### src/pcpg_pkg.sv
`default_nettype none
// ----------------------------------------------------------------------------
// pcpg_pkg: shared types, constants and microcode for the curve point generator
// Holds the result item layout, the control word format, the sequencer
// program and the coordinate saturation helper.
// ----------------------------------------------------------------------------
package pcpg_pkg;

    localparam int MAX_POINTS_DEF  = 4096;
    localparam int T_FRAC_BITS_DEF = 16;

    localparam int CW        = 24;  // coordinate width
    localparam int COUNT_W   = 13;  // point_count field width
    localparam int MIN_STEPS = 48;
    localparam int PIX_SHIFT = 7;   // |2*span| in pixels is |span| >> 7 in raw units

    localparam logic signed [CW-1:0] COORD_MAX = {1'b0, {(CW-1){1'b1}}};
    localparam logic signed [CW-1:0] COORD_MIN = {1'b1, {(CW-1){1'b0}}};

    localparam logic [1:0] STATUS_POINT   = 2'd0;
    localparam logic [1:0] STATUS_SUMMARY = 2'd1;
    localparam logic [1:0] STATUS_NONE    = 2'd2;

    localparam int UPC_W = 4;
    typedef logic [UPC_W-1:0] upc_t;

    typedef enum logic [3:0] {
        U_IDLE     = 4'd0,
        U_SPAN     = 4'd1,
        U_BOX      = 4'd2,
        U_EMIT     = 4'd3,
        U_NOSHAPE  = 4'd4,
        U_DIV_INIT = 4'd5,
        U_DIV_STEP = 4'd6,
        U_T_ROUND  = 4'd7,
        U_MUL_TX   = 4'd8,
        U_RND_X    = 4'd9,
        U_MUL_PT   = 4'd10,
        U_RND_P    = 4'd11,
        U_MUL_PY   = 4'd12,
        U_RND_Y    = 4'd13
    } uop_t;

    typedef enum logic [2:0] {
        C_NEXT     = 3'd0,
        C_JUMP     = 3'd1,
        C_DISPATCH = 3'd2,
        C_DIV_LOOP = 3'd3,
        C_POW_LOOP = 3'd4,
        C_OUT_WAIT = 3'd5
    } cond_t;

    typedef struct packed {
        uop_t  op;
        cond_t cond;
        upc_t  target;
    } uword_t;

    // program labels
    localparam upc_t L_IDLE     = 4'd0;
    localparam upc_t L_START    = 4'd1;
    localparam upc_t L_BOX      = 4'd2;
    localparam upc_t L_EMIT     = 4'd3;
    localparam upc_t L_NOSHAPE  = 4'd4;
    localparam upc_t L_POINT    = 4'd5;
    localparam upc_t L_DIV      = 4'd6;
    localparam upc_t L_T_ROUND  = 4'd7;
    localparam upc_t L_MUL_TX   = 4'd8;
    localparam upc_t L_RND_X    = 4'd9;
    localparam upc_t L_MUL_PT   = 4'd10;
    localparam upc_t L_RND_P    = 4'd11;
    localparam upc_t L_MUL_PY   = 4'd12;
    localparam upc_t L_RND_Y    = 4'd13;

    // status from the datapath that steers the sequencer
    typedef struct packed {
        logic req_valid;
        logic func;
        logic active;
        logic div_more;
        logic pow_more;
        logic out_busy;
    } flags_t;

    typedef struct packed {
        logic [1:0]              status;
        logic signed [CW-1:0]    point_x;
        logic signed [CW-1:0]    point_y;
        logic signed [CW-1:0]    min_x;
        logic signed [CW-1:0]    min_y;
        logic signed [CW-1:0]    max_x;
        logic signed [CW-1:0]    max_y;
        logic [COUNT_W-1:0]      point_count;
        logic                    last;
    } res_t;

    function automatic uword_t ucode(input upc_t addr);
        uword_t w;
        case (addr)
            L_IDLE:    w = '{U_IDLE,     C_DISPATCH, L_IDLE};
            L_START:   w = '{U_SPAN,     C_NEXT,     L_IDLE};
            L_BOX:     w = '{U_BOX,      C_NEXT,     L_IDLE};
            L_EMIT:    w = '{U_EMIT,     C_OUT_WAIT, L_IDLE};
            L_NOSHAPE: w = '{U_NOSHAPE,  C_JUMP,     L_EMIT};
            L_POINT:   w = '{U_DIV_INIT, C_NEXT,     L_IDLE};
            L_DIV:     w = '{U_DIV_STEP, C_DIV_LOOP, L_DIV};
            L_T_ROUND: w = '{U_T_ROUND,  C_NEXT,     L_IDLE};
            L_MUL_TX:  w = '{U_MUL_TX,   C_NEXT,     L_IDLE};
            L_RND_X:   w = '{U_RND_X,    C_NEXT,     L_IDLE};
            L_MUL_PT:  w = '{U_MUL_PT,   C_NEXT,     L_IDLE};
            L_RND_P:   w = '{U_RND_P,    C_POW_LOOP, L_MUL_PT};
            L_MUL_PY:  w = '{U_MUL_PY,   C_NEXT,     L_IDLE};
            L_RND_Y:   w = '{U_RND_Y,    C_JUMP,     L_EMIT};
            default:   w = '{U_IDLE,     C_JUMP,     L_IDLE};
        endcase
        return w;
    endfunction

    // clamp a widened sum to the signed coordinate range
    function automatic logic signed [CW-1:0] sat24(input logic signed [CW+1:0] v);
        logic signed [CW+1:0] hi;
        logic signed [CW+1:0] lo;
        hi = (CW+2)'(COORD_MAX);
        lo = (CW+2)'(COORD_MIN);
        if (v > hi) begin
            return COORD_MAX;
        end
        else if (v < lo) begin
            return COORD_MIN;
        end
        return v[CW-1:0];
    endfunction

endpackage
`default_nettype wire

### src/pcpg_ifs.sv
`default_nettype none
// ----------------------------------------------------------------------------
// pcpg_ifs: request and response channels of the curve point generator
// Valid/ready channels; an item moves when valid and ready are both high.
// ----------------------------------------------------------------------------
interface pcpg_req_if;
    logic                           valid;
    logic                           ready;
    logic                           func;
    logic signed [pcpg_pkg::CW-1:0] origin_x;
    logic signed [pcpg_pkg::CW-1:0] origin_y;
    logic signed [pcpg_pkg::CW-1:0] end_x;
    logic signed [pcpg_pkg::CW-1:0] end_y;
    logic                           shift_key;
    logic                           control_key;

    modport source (
        output valid, func, origin_x, origin_y, end_x, end_y, shift_key, control_key,
        input  ready
    );
    modport sink (
        input  valid, func, origin_x, origin_y, end_x, end_y, shift_key, control_key,
        output ready
    );
endinterface

interface pcpg_rsp_if;
    logic                                valid;
    logic                                ready;
    logic [1:0]                          status;
    logic signed [pcpg_pkg::CW-1:0]      point_x;
    logic signed [pcpg_pkg::CW-1:0]      point_y;
    logic signed [pcpg_pkg::CW-1:0]      min_x;
    logic signed [pcpg_pkg::CW-1:0]      min_y;
    logic signed [pcpg_pkg::CW-1:0]      max_x;
    logic signed [pcpg_pkg::CW-1:0]      max_y;
    logic [pcpg_pkg::COUNT_W-1:0]        point_count;
    logic                                last;

    modport source (
        output valid, status, point_x, point_y, min_x, min_y, max_x, max_y,
               point_count, last,
        input  ready
    );
    modport sink (
        input  valid, status, point_x, point_y, min_x, min_y, max_x, max_y,
               point_count, last,
        output ready
    );
endinterface
`default_nettype wire

### src/pcpg_useq.sv
`default_nettype none
// ----------------------------------------------------------------------------
// pcpg_useq: microprogram sequencer
// Steps through the control store and takes conditional jumps on datapath flags.
// ----------------------------------------------------------------------------
module pcpg_useq (
    input  logic             clk,
    input  logic             rst_n,
    input  pcpg_pkg::flags_t flags,
    output pcpg_pkg::uword_t uw
);

    pcpg_pkg::upc_t upc_reg;
    pcpg_pkg::upc_t upc_next;
    pcpg_pkg::upc_t upc_inc;

    assign uw      = pcpg_pkg::ucode(upc_reg);
    assign upc_inc = upc_reg + pcpg_pkg::UPC_W'(1);

    always_comb
    begin
        case (uw.cond)
            pcpg_pkg::C_NEXT:     upc_next = upc_inc;
            pcpg_pkg::C_JUMP:     upc_next = uw.target;
            pcpg_pkg::C_DISPATCH:
            begin
                if (!flags.req_valid) begin
                    upc_next = upc_reg;
                end
                else if (!flags.func) begin
                    upc_next = pcpg_pkg::L_START;
                end
                else if (flags.active) begin
                    upc_next = pcpg_pkg::L_POINT;
                end
                else begin
                    upc_next = pcpg_pkg::L_NOSHAPE;
                end
            end
            pcpg_pkg::C_DIV_LOOP: upc_next = flags.div_more ? uw.target : upc_inc;
            pcpg_pkg::C_POW_LOOP: upc_next = flags.pow_more ? uw.target : upc_inc;
            pcpg_pkg::C_OUT_WAIT: upc_next = flags.out_busy ? upc_reg : uw.target;
            default:              upc_next = pcpg_pkg::L_IDLE;
        endcase
    end

    always_ff @(posedge clk or negedge rst_n)
    begin
        if (!rst_n) begin
            upc_reg <= pcpg_pkg::L_IDLE;
        end
        else begin
            upc_reg <= upc_next;
        end
    end

endmodule
`default_nettype wire

### src/pcpg_dpath.sv
`default_nettype none
// ----------------------------------------------------------------------------
// pcpg_dpath: shape state, bit-serial divider, shared multiplier, output stage
// Executes one micro-operation per cycle as selected by the sequencer.
// ----------------------------------------------------------------------------
module pcpg_dpath #(
    parameter int MAX_POINTS  = pcpg_pkg::MAX_POINTS_DEF,
    parameter int T_FRAC_BITS = pcpg_pkg::T_FRAC_BITS_DEF
) (
    input  logic              clk,
    input  logic              rst_n,
    input  pcpg_pkg::uop_t    op,
    output pcpg_pkg::flags_t  flags,
    pcpg_req_if.sink          req,
    pcpg_rsp_if.source        rsp
);

    localparam int CW = pcpg_pkg::CW;
    localparam int SW = $clog2(MAX_POINTS + 1);          // step counter width
    localparam int TW = T_FRAC_BITS + 2;                 // signed t and t^k
    localparam int MW = (TW > CW) ? TW : CW;             // wide multiplier operand
    localparam int PW = TW + MW;                         // product width
    localparam int NRW = CW - pcpg_pkg::PIX_SHIFT;       // raw step estimate width
    localparam int NW = (SW > NRW) ? SW : NRW;
    localparam int KW = $clog2(T_FRAC_BITS + 1);
    localparam logic [PW-1:0] HALF = PW'(1) << (T_FRAC_BITS - 1);

    typedef struct packed {
        logic signed [CW-1:0] origin_x;
        logic signed [CW-1:0] origin_y;
        logic signed [CW-1:0] end_x;
        logic signed [CW-1:0] end_y;
        logic                 shift_key;
        logic                 control_key;
    } start_t;

    // control state
    logic              active_reg, active_next;
    logic [SW-1:0]     step_reg, step_next;
    logic [SW-1:0]     total_reg, total_next;
    logic [1:0]        pmode_reg, pmode_next;
    logic [KW-1:0]     cnt_reg, cnt_next;
    logic [2:0]        pcnt_reg, pcnt_next;
    logic              out_valid_reg, out_valid_next;

    // payload
    start_t                 start_reg, start_next;
    logic signed [CW-1:0]   org_x_reg, org_x_next;
    logic signed [CW-1:0]   org_y_reg, org_y_next;
    logic signed [CW-1:0]   span_x_reg, span_x_next;
    logic signed [CW-1:0]   span_y_reg, span_y_next;
    logic [SW:0]            rem_reg, rem_next;
    logic [T_FRAC_BITS:0]   quo_reg, quo_next;
    logic                   tneg_reg, tneg_next;
    logic signed [TW-1:0]   t_reg, t_next;
    logic signed [TW-1:0]   p_reg, p_next;
    logic signed [PW-1:0]   prod_reg, prod_next;
    pcpg_pkg::res_t         res_reg, res_next;
    pcpg_pkg::res_t         out_reg, out_next;

    // datapath terms
    logic                   accept;
    logic                   out_busy;
    logic                   emit;
    logic signed [CW+1:0]   span_x_w, span_y_w;
    logic signed [CW-1:0]   bx0, bx1, by0, by1;
    logic [CW:0]            smag;
    logic [NW-1:0]          ncmp;
    logic [SW-1:0]          nsel;
    logic signed [SW+1:0]   dstep;
    logic [SW+1:0]          dmag;
    logic [SW:0]            nwide;
    logic                   ge;
    logic [SW:0]            rdiff;
    logic                   rup;
    logic [TW-1:0]          tmag;
    logic signed [TW-1:0]   tval;
    logic signed [TW-1:0]   ma;
    logic signed [MW-1:0]   mb;
    logic signed [PW-1:0]   rsum;
    logic signed [PW-1:0]   rq;
    logic signed [CW:0]     off;
    logic signed [CW-1:0]   px, py;

    assign req.ready = (op == pcpg_pkg::U_IDLE);
    assign accept    = req.valid && req.ready;
    assign out_busy  = out_valid_reg && !rsp.ready;
    assign emit      = (op == pcpg_pkg::U_EMIT) && !out_busy;

    assign flags.req_valid = req.valid;
    assign flags.func      = req.func;
    assign flags.active    = active_reg;
    assign flags.div_more  = (cnt_reg != '0);
    assign flags.pow_more  = (pcnt_reg != 3'd1);
    assign flags.out_busy  = out_busy;

    // start: span and bounding box
    assign span_x_w = (CW+2)'(start_reg.end_x) - (CW+2)'(start_reg.origin_x);
    assign span_y_w = (CW+2)'(start_reg.end_y) - (CW+2)'(start_reg.origin_y);
    assign bx0 = pcpg_pkg::sat24((CW+2)'(org_x_reg) - (CW+2)'(span_x_reg));
    assign bx1 = pcpg_pkg::sat24((CW+2)'(org_x_reg) + (CW+2)'(span_x_reg));
    assign by0 = pmode_reg[0] ? pcpg_pkg::sat24((CW+2)'(org_y_reg) - (CW+2)'(span_y_reg))
                              : org_y_reg;
    assign by1 = pcpg_pkg::sat24((CW+2)'(org_y_reg) + (CW+2)'(span_y_reg));

    assign smag = span_x_reg[CW-1] ? (CW+1)'(-(CW+1)'(span_x_reg)) : (CW+1)'(span_x_reg);
    assign ncmp = NW'(smag[CW-1:pcpg_pkg::PIX_SHIFT]);

    always_comb
    begin
        if (ncmp < NW'(pcpg_pkg::MIN_STEPS)) begin
            nsel = SW'(pcpg_pkg::MIN_STEPS);
        end
        else if (ncmp > NW'(MAX_POINTS)) begin
            nsel = SW'(MAX_POINTS);
        end
        else begin
            nsel = ncmp[SW-1:0];
        end
    end

    // t = round((2j - n) / n), one quotient bit per cycle
    assign dstep = $signed({1'b0, step_reg, 1'b0}) - $signed({2'b00, total_reg});
    assign dmag  = dstep[SW+1] ? (SW+2)'(-dstep) : (SW+2)'(dstep);
    assign nwide = {1'b0, total_reg};
    assign ge    = (rem_reg >= nwide);
    assign rdiff = ge ? (rem_reg - nwide) : rem_reg;
    // rem_reg holds twice the final remainder: round up when 2r >= n + (n odd)
    assign rup   = (rem_reg >= (nwide + (SW+1)'(total_reg[0])));
    assign tmag  = {1'b0, quo_reg} + TW'(rup);
    assign tval  = tneg_reg ? -$signed(tmag) : $signed(tmag);

    // shared multiplier and round-half-away rescale
    assign ma = (op == pcpg_pkg::U_MUL_TX) ? t_reg : p_reg;

    always_comb
    begin
        case (op)
            pcpg_pkg::U_MUL_TX: mb = MW'(span_x_reg);
            pcpg_pkg::U_MUL_PT: mb = MW'(t_reg);
            default:            mb = MW'(span_y_reg);
        endcase
    end

    assign rsum = prod_reg + $signed(HALF) - $signed(PW'(prod_reg[PW-1]));
    assign rq   = rsum >>> T_FRAC_BITS;
    assign off  = rq[CW:0];
    assign px   = pcpg_pkg::sat24((CW+2)'(org_x_reg) + (CW+2)'(off));
    assign py   = pcpg_pkg::sat24((CW+2)'(org_y_reg) + (CW+2)'(off));

    always_comb
    begin
        active_next = active_reg;
        step_next   = step_reg;
        total_next  = total_reg;
        pmode_next  = pmode_reg;
        cnt_next    = cnt_reg;
        pcnt_next   = pcnt_reg;
        start_next  = start_reg;
        org_x_next  = org_x_reg;
        org_y_next  = org_y_reg;
        span_x_next = span_x_reg;
        span_y_next = span_y_reg;
        rem_next    = rem_reg;
        quo_next    = quo_reg;
        tneg_next   = tneg_reg;
        t_next      = t_reg;
        p_next      = p_reg;
        prod_next   = prod_reg;
        res_next    = res_reg;

        case (op)
            pcpg_pkg::U_IDLE:
            begin
                if (accept) begin
                    start_next.origin_x    = req.origin_x;
                    start_next.origin_y    = req.origin_y;
                    start_next.end_x       = req.end_x;
                    start_next.end_y       = req.end_y;
                    start_next.shift_key   = req.shift_key;
                    start_next.control_key = req.control_key;
                end
            end
            pcpg_pkg::U_SPAN:
            begin
                org_x_next  = start_reg.origin_x;
                org_y_next  = start_reg.origin_y;
                span_x_next = pcpg_pkg::sat24(span_x_w);
                span_y_next = pcpg_pkg::sat24(span_y_w);
                pmode_next  = {start_reg.shift_key, start_reg.control_key};
                step_next   = '0;
                active_next = 1'b1;
            end
            pcpg_pkg::U_BOX:
            begin
                total_next           = nsel;
                res_next             = '0;
                res_next.status      = pcpg_pkg::STATUS_SUMMARY;
                res_next.min_x       = (bx0 < bx1) ? bx0 : bx1;
                res_next.max_x       = (bx0 > bx1) ? bx0 : bx1;
                res_next.min_y       = (by0 < by1) ? by0 : by1;
                res_next.max_y       = (by0 > by1) ? by0 : by1;
                res_next.point_count = pcpg_pkg::COUNT_W'(nsel);
            end
            pcpg_pkg::U_NOSHAPE:
            begin
                res_next        = '0;
                res_next.status = pcpg_pkg::STATUS_NONE;
            end
            pcpg_pkg::U_DIV_INIT:
            begin
                rem_next  = dmag[SW:0];
                tneg_next = dstep[SW+1];
                quo_next  = '0;
                cnt_next  = KW'(T_FRAC_BITS);
                pcnt_next = {1'b0, pmode_reg} + 3'd1;
            end
            pcpg_pkg::U_DIV_STEP:
            begin
                quo_next = {quo_reg[T_FRAC_BITS-1:0], ge};
                rem_next = {rdiff[SW-1:0], 1'b0};
                cnt_next = cnt_reg - KW'(1);
            end
            pcpg_pkg::U_T_ROUND:
            begin
                t_next = tval;
                p_next = tval;
            end
            pcpg_pkg::U_MUL_TX,
            pcpg_pkg::U_MUL_PT,
            pcpg_pkg::U_MUL_PY:
            begin
                prod_next = ma * mb;
            end
            pcpg_pkg::U_RND_X:
            begin
                res_next         = '0;
                res_next.point_x = px;
            end
            pcpg_pkg::U_RND_P:
            begin
                p_next    = rq[TW-1:0];
                pcnt_next = pcnt_reg - 3'd1;
            end
            pcpg_pkg::U_RND_Y:
            begin
                res_next.status      = pcpg_pkg::STATUS_POINT;
                res_next.point_y     = py;
                res_next.point_count = pcpg_pkg::COUNT_W'(total_reg);
                res_next.last        = (step_reg >= total_reg);
                if (step_reg >= total_reg) begin
                    active_next = 1'b0;
                end
                else begin
                    step_next = step_reg + SW'(1);
                end
            end
            default:
            begin
            end
        endcase
    end

    // output register: load on emit, drop when taken
    always_comb
    begin
        out_next       = out_reg;
        out_valid_next = out_valid_reg;
        if (emit) begin
            out_next       = res_reg;
            out_valid_next = 1'b1;
        end
        else if (rsp.ready) begin
            out_valid_next = 1'b0;
        end
    end

    always_ff @(posedge clk or negedge rst_n)
    begin
        if (!rst_n) begin
            active_reg    <= 1'b0;
            step_reg      <= '0;
            total_reg     <= '0;
            pmode_reg     <= '0;
            cnt_reg       <= '0;
            pcnt_reg      <= 3'd1;
            out_valid_reg <= 1'b0;
        end
        else begin
            active_reg    <= active_next;
            step_reg      <= step_next;
            total_reg     <= total_next;
            pmode_reg     <= pmode_next;
            cnt_reg       <= cnt_next;
            pcnt_reg      <= pcnt_next;
            out_valid_reg <= out_valid_next;
        end
    end

    always_ff @(posedge clk)
    begin
        start_reg  <= start_next;
        org_x_reg  <= org_x_next;
        org_y_reg  <= org_y_next;
        span_x_reg <= span_x_next;
        span_y_reg <= span_y_next;
        rem_reg    <= rem_next;
        quo_reg    <= quo_next;
        tneg_reg   <= tneg_next;
        t_reg      <= t_next;
        p_reg      <= p_next;
        prod_reg   <= prod_next;
        res_reg    <= res_next;
        out_reg    <= out_next;
    end

    assign rsp.valid       = out_valid_reg;
    assign rsp.status      = out_reg.status;
    assign rsp.point_x     = out_reg.point_x;
    assign rsp.point_y     = out_reg.point_y;
    assign rsp.min_x       = out_reg.min_x;
    assign rsp.min_y       = out_reg.min_y;
    assign rsp.max_x       = out_reg.max_x;
    assign rsp.max_y       = out_reg.max_y;
    assign rsp.point_count = out_reg.point_count;
    assign rsp.last        = out_reg.last;

    a_load_from_emit: assert property (@(posedge clk) disable iff (!rst_n)
        $rose(out_valid_reg) |-> $past(op == pcpg_pkg::U_EMIT))
        else $error("output valid rose outside an emit step");

    a_step_in_range: assert property (@(posedge clk) disable iff (!rst_n)
        active_reg |-> (step_reg <= total_reg))
        else $error("step index ran past the step count");

    a_count_floor: assert property (@(posedge clk) disable iff (!rst_n)
        (active_reg && (op != pcpg_pkg::U_SPAN) && (op != pcpg_pkg::U_BOX))
        |-> (total_reg >= SW'(pcpg_pkg::MIN_STEPS)))
        else $error("active shape with step count below the minimum");

    a_pow_count: assert property (@(posedge clk) disable iff (!rst_n)
        (op == pcpg_pkg::U_MUL_PT) |-> ((pcnt_reg != 3'd0) && (pcnt_reg <= 3'd4)))
        else $error("power loop counter out of range");

    a_last_ends_shape: assert property (@(posedge clk) disable iff (!rst_n)
        (emit && res_reg.last) |-> !active_reg)
        else $error("final point emitted while shape still active");

endmodule
`default_nettype wire

### src/polynomial_curve_point_generator.sv
`default_nettype none
// ----------------------------------------------------------------------------
// polynomial_curve_point_generator: power-curve tessellator for a drawing tool
// Start items define a shape and return its bounding box and step count;
// next items return the curve points one by one, or a no-shape answer.
// ----------------------------------------------------------------------------
// A start item (func 0) runs the span step, the box step and the emit step; a
// next item with no active shape runs the no-shape step and the emit step. A
// curve point of power k is formed by the bit-serial divider that forms t, one
// quotient bit per cycle, and by the single shared multiplier, which spends a
// multiply step and a round step on t*span_x, on each of the k-1 factors of
// t^k and on t^k*span_y. The block works on one item at a time: a new item is
// accepted once the microprogram is back at its idle step, which may be while
// the previous result still sits in the output register; the emit step holds
// only when that register is still full and not being taken. Coordinates are
// signed fixed point with 8 fraction bits and saturate at the 24-bit range; t
// and its powers carry T_FRAC_BITS fraction bits and every rescale rounds to
// nearest, ties away from zero. The step count saturates at MAX_POINTS and is
// reported in the 13-bit point_count field.
// ----------------------------------------------------------------------------
module polynomial_curve_point_generator #(
    parameter int MAX_POINTS  = pcpg_pkg::MAX_POINTS_DEF,
    parameter int T_FRAC_BITS = pcpg_pkg::T_FRAC_BITS_DEF
) (
    input  logic        clk,
    input  logic        rst_n,
    pcpg_req_if.sink    req,
    pcpg_rsp_if.source  rsp
);

    // control word from the sequencer, status flags back from the datapath
    pcpg_pkg::uword_t uw;
    pcpg_pkg::flags_t flags;

    // microprogram counter and control store
    pcpg_useq u_useq (
        .clk   (clk),
        .rst_n (rst_n),
        .flags (flags),
        .uw    (uw)
    );

    // shape state, divider, multiplier and output register
    pcpg_dpath #(
        .MAX_POINTS  (MAX_POINTS),
        .T_FRAC_BITS (T_FRAC_BITS)
    ) u_dpath (
        .clk   (clk),
        .rst_n (rst_n),
        .op    (uw.op),
        .flags (flags),
        .req   (req),
        .rsp   (rsp)
    );

endmodule
`default_nettype wire

### src/flat_wrapper.sv
// flat-port wrapper written by rule: the top's interface ports become plain ports
module polynomial_curve_point_generator_flat 
#(
    parameter int MAX_POINTS  = pcpg_pkg::MAX_POINTS_DEF,
    parameter int T_FRAC_BITS = pcpg_pkg::T_FRAC_BITS_DEF
)
  (clk, rst_n, req_valid, req_func, req_origin_x, req_origin_y, req_end_x, req_end_y, req_shift_key, req_control_key, req_ready, rsp_valid, rsp_status, rsp_point_x, rsp_point_y, rsp_min_x, rsp_min_y, rsp_max_x, rsp_max_y, rsp_point_count, rsp_last, rsp_ready);
  pcpg_req_if req_i ();
  pcpg_rsp_if rsp_i ();
  input  logic clk;
  input  logic rst_n;
  input wire logic [$bits(req_i.valid)-1:0] req_valid;
  input wire logic [$bits(req_i.func)-1:0] req_func;
  input wire logic [$bits(req_i.origin_x)-1:0] req_origin_x;
  input wire logic [$bits(req_i.origin_y)-1:0] req_origin_y;
  input wire logic [$bits(req_i.end_x)-1:0] req_end_x;
  input wire logic [$bits(req_i.end_y)-1:0] req_end_y;
  input wire logic [$bits(req_i.shift_key)-1:0] req_shift_key;
  input wire logic [$bits(req_i.control_key)-1:0] req_control_key;
  output wire logic [$bits(req_i.ready)-1:0] req_ready;
  output wire logic [$bits(rsp_i.valid)-1:0] rsp_valid;
  output wire logic [$bits(rsp_i.status)-1:0] rsp_status;
  output wire logic [$bits(rsp_i.point_x)-1:0] rsp_point_x;
  output wire logic [$bits(rsp_i.point_y)-1:0] rsp_point_y;
  output wire logic [$bits(rsp_i.min_x)-1:0] rsp_min_x;
  output wire logic [$bits(rsp_i.min_y)-1:0] rsp_min_y;
  output wire logic [$bits(rsp_i.max_x)-1:0] rsp_max_x;
  output wire logic [$bits(rsp_i.max_y)-1:0] rsp_max_y;
  output wire logic [$bits(rsp_i.point_count)-1:0] rsp_point_count;
  output wire logic [$bits(rsp_i.last)-1:0] rsp_last;
  input wire logic [$bits(rsp_i.ready)-1:0] rsp_ready;
  assign req_i.valid = req_valid;
  assign req_i.func = req_func;
  assign req_i.origin_x = req_origin_x;
  assign req_i.origin_y = req_origin_y;
  assign req_i.end_x = req_end_x;
  assign req_i.end_y = req_end_y;
  assign req_i.shift_key = req_shift_key;
  assign req_i.control_key = req_control_key;
  assign req_ready = req_i.ready;
  assign rsp_valid = rsp_i.valid;
  assign rsp_status = rsp_i.status;
  assign rsp_point_x = rsp_i.point_x;
  assign rsp_point_y = rsp_i.point_y;
  assign rsp_min_x = rsp_i.min_x;
  assign rsp_min_y = rsp_i.min_y;
  assign rsp_max_x = rsp_i.max_x;
  assign rsp_max_y = rsp_i.max_y;
  assign rsp_point_count = rsp_i.point_count;
  assign rsp_last = rsp_i.last;
  assign rsp_i.ready = rsp_ready;
  polynomial_curve_point_generator #(.MAX_POINTS(MAX_POINTS), .T_FRAC_BITS(T_FRAC_BITS)) u_core (.clk(clk), .rst_n(rst_n), .req(req_i), .rsp(rsp_i));
endmodule
### config.mk
export PLATFORM = sky130hd
export DESIGN_NAME = polynomial_curve_point_generator_flat
export DESIGN_NICKNAME = d
export VERILOG_FILES = /design/src/pcpg_pkg.sv /design/src/pcpg_ifs.sv /design/src/pcpg_useq.sv /design/src/pcpg_dpath.sv /design/src/polynomial_curve_point_generator.sv /design/src/flat_wrapper.sv
export SDC_FILE = /design/constraint.sdc
export NUM_CORES = 2
export LEC_CHECK = 0
export BUFFER_PORTS_ARGS = -buffer_cell sky130_fd_sc_hd__buf_4
export CORE_UTILIZATION = 65
export CTS_CLUSTER_DIAMETER = 100
export CTS_CLUSTER_SIZE = 12
export DETAILED_ROUTE_END_ITERATION = 7
export HOLD_SLACK_MARGIN = 0.08
export PLACE_DENSITY = 0.84
export SYNTH_ARGS = -nofsm -noshare
export SYNTH_HDL_FRONTEND = slang
export SYNTH_SLANG_ARGS = --single-unit
### constraint.sdc
create_clock -name clk -period 29.7 [get_ports clk]
set_input_delay 5.94 -clock clk [delete_from_list [all_inputs] [get_ports clk]]
set_output_delay 5.94 -clock clk [all_outputs]
set_load 0.03 [all_outputs]
==> reports/metrics.csv <==
stage,metric,value,unit
sta,drv_slew,0,
worst_hold_path,min-delay-path-class,flip-flop to flip-flop,
detailed_routing,first_pass_iters,7,
critical_path,startpoint_type,flip-flop,
detailed_routing,drtIter0Drc,4690,
clock_network,post_cts_buffers,0,
floorplanning,num_io_pins,265,
place,io_buffer_count,264,
global_routing,track_usage,37.4,%
cells_and_area,seqCellArea,19800,um2
synth,synth_edf_count,624,
cells_and_area,multi_input_area,32700,um2
detailed_routing,avgViaCountPerCell,6.20,
detailed_routing,drc,0,
global_routing,grt_max_degree,97,
cells_and_area,largest_register_ffs,160,
synth,syn_area,56200,um2
clock_network,cts_buffers,66,
floorplanning,start_util,65.8,%
floorplanning,die_w,296,um
floorplanning,rows,107,
place,dp_hpwl,128000,um
synth,synth.distinct_cells,103,
synth,synth_top_area_share,33.3,%
sta,rsz0062_at_grt,false,
critical_path,path_max_fanout,64,
global_routing,antenna_found_initial,4,
sta,hold_viol_final,0,
sta,slew_headroom,18.5,%
critical_path,arrival,10.14,ns
clock_network,clock_sinks,666,
clock_network,clk_pin_slew,0.06,ns
critical_path,end_kind,flip-flop,
sta,clock-skew-final,0.0532,ns
global_routing,first_global_vias,42200,
synth,ys.flop_type,edfxtp_1,
synth,syn_nets,6655,
critical_path,required,30.10,ns
floorplanning,core,85400,um2
flow_run,drv_cap,0,
global_routing,overflow,0,
clock_network,cts_root_buf,clkbuf_16,
cells_and_area,final_net_count,6848,
synth,synth_area_leader_cell,edfxtp_1,
floorplanning,design.die.area,87600,um2
detailed_routing,drt_wl_total,162000,um
synth,yosysSeqAreaShare,35.2,%
clock_network,cts_tree,done,
outcome,run_status,finished clean,
synth,yosys_warnings,0,
cells_and_area,fillers,6339,
cells_and_area,areaGrowthSynthToFinish,8.75,%
synth,postSynthAreaPerCell,9.92,um2
detailed_routing,via_count,43500,
clock_network,cts_buffer_depth,3,
critical_path,crit_type,flip-flop to flip-flop,
sta,min_period,9.74,ns
global_routing,grt_pass1_wl,245000,um
sta,fin_crit_sh,32.8,%
detailed_routing,wl_per_cell,23.1,um
detailed_routing,ant_nets,0,
sta,tightest_slew,1.22,ns
synth,yosys-top-cells-area,"edfxtp_1 33%, fa_1 15%, ha_1 10%",
cells_and_area,layout-drive-gt1-share,8.22,%
sta,setup_tns,0,ns
critical_path,slowest_delay,0.69,ns
synth,synth-async-reset-ratio,6.31,%
critical_path,cpMostUsedCell,fa_1,
place,gp_congestion,1.03,
sta,setup_viol,0,
critical_path,cp_slowest_cell,dfrtp_1,
clock_network,h-tree-depth,3,
synth,synthCells,5664,
sta,fmax,103,MHz
synth,synth_seq_cells,666,
clock_network,cts_hold_buffers,0,
clock_network,cts_resized,0,
floorplanning,die_h,296,um
clock_network,insertion_delay,0.68,ns
## kinds of logic (layout without fill, tap and decap cells)
kind of cell / count (synthesis) / in the layout / synth area share, %
AND/OR/NAND/NOR: 1546 / 1546 / 12.3
AO/OA/AOI/OAI: 1167 / 1167 / 13.6
buffers and inverters: 994 / 1208 / 6.75
multiplexers: 57 / 57 / 1.09
adder cells (fa/ha/maj): 915 / 915 / 26.1
other: 0 / 1 / 0
XOR/XNOR: 319 / 319 / 4.97
flip-flops: 666 / 666 / 35.2
## metrics by stage
stage	utilization (%)	cell area, um2	setup WS (ns)	cells	hold WS, ns
floorplan	-	56200	12.05	5664	0.400
global placement	69.4	59200	20.22	6933	0.402
detailed placement	69.4	59200	20.11	6933	0.405
CTS	71.5	61100	20.07	7022	0.415
global route	71.5	61100	19.53	7023	0.419
finish	71.5	61100	19.96	7023	0.416
## routing by layer
metal  GRT usage [%]  wire length [um]  vias up
met1            49.9             63900    20900
met4            18.3              8620        2
li1                -                 -    19700
met3            9.66             18100      486
met5               0                 9        -
met2            57.0             71700     2414
## area by class of cell
type	instances	share of cell area, %
multi-input combinational	4004	53.4
sequential	666	32.4
inverter	808	4.96
timing repair buffer	311	3.82
clock buffer	81	2.90
tap	1144	2.34
clock inverter	8	0.141
antenna	1	0.00410
## worst max-delay path: cells and delay by family (launching register included)
family	cells	cell delay (ns)
simple gates	10	2.13
flops	1	0.69
xor+xnor	1	0.10
buf+inv	5	1.09
fa+ha+maj	7	3.62
compound gates	6	1.77
## layout by cell type, fill, tap and decap left out, drive strengths merged, types with 44 or more instances in the layout
| cell | instances |
|---|---|
| o21a | 58 |
| clkbuf | 81 |
| nor2b | 55 |
| nor3 | 83 |
| a21oi | 304 |
| nand2 | 579 |
| nand4 | 44 |
| a21o | 148 |
| nand3 | 78 |
| ha | 453 |
| edfxtp | 624 |
| xnor2 | 244 |
| buf | 311 |
| nand2b | 54 |
| o22ai | 45 |
| o21ai | 256 |
| fa | 435 |
| nor2 | 471 |
| xor2 | 75 |
| inv | 810 |
| and2 | 45 |
## final timing paths
kind	start	to	slack [ns]	depth (start not counted)
worst max-delay path	u_core.u_useq.upc_reg[3]$_DFFE_PN0P_	u_core.u_dpath.prod_reg[41]$_DFFE_PP_	19.96	29
worst min-delay path	u_core.u_dpath.res_reg[86]$_SDFFCE_PP0P_	u_core.u_dpath.rsp.min_x[0]$_DFFE_PP_	0.42	0
worst max register to register	u_core.u_useq.upc_reg[3]$_DFFE_PN0P_	u_core.u_dpath.prod_reg[41]$_DFFE_PP_	19.96	29
worst min register to register	u_core.u_dpath.res_reg[86]$_SDFFCE_PP0P_	u_core.u_dpath.rsp.min_x[0]$_DFFE_PP_	0.42	0
max in group asynchronous	rst_n	u_core.u_dpath.cnt_reg[3]$_DFFE_PN0P_	23.98	1
min in group asynchronous	rst_n	u_core.u_dpath.step_reg[9]$_DFFE_PN0P_	5.29	1
## cell usage after synthesis (41+ instances only)
cell,count
a21o_1,147
a21oi_1,302
and2_1,44
clkbuf_1,143
dfrtp_1,41
edfxtp_1,624
fa_1,435
ha_1,453
inv_1,801
nand2_1,579
nand2b_1,54
nand3_1,78
nand4_1,44
nor2_1,471
nor2b_1,55
nor3_1,82
o21a_1,57
o21ai_0,231
o22ai_1,44
xnor2_1,244
xor2_1,75
Power is not shown: default switching activity piles up to over one toggle a cycle in this logic, so the estimate is an artifact.
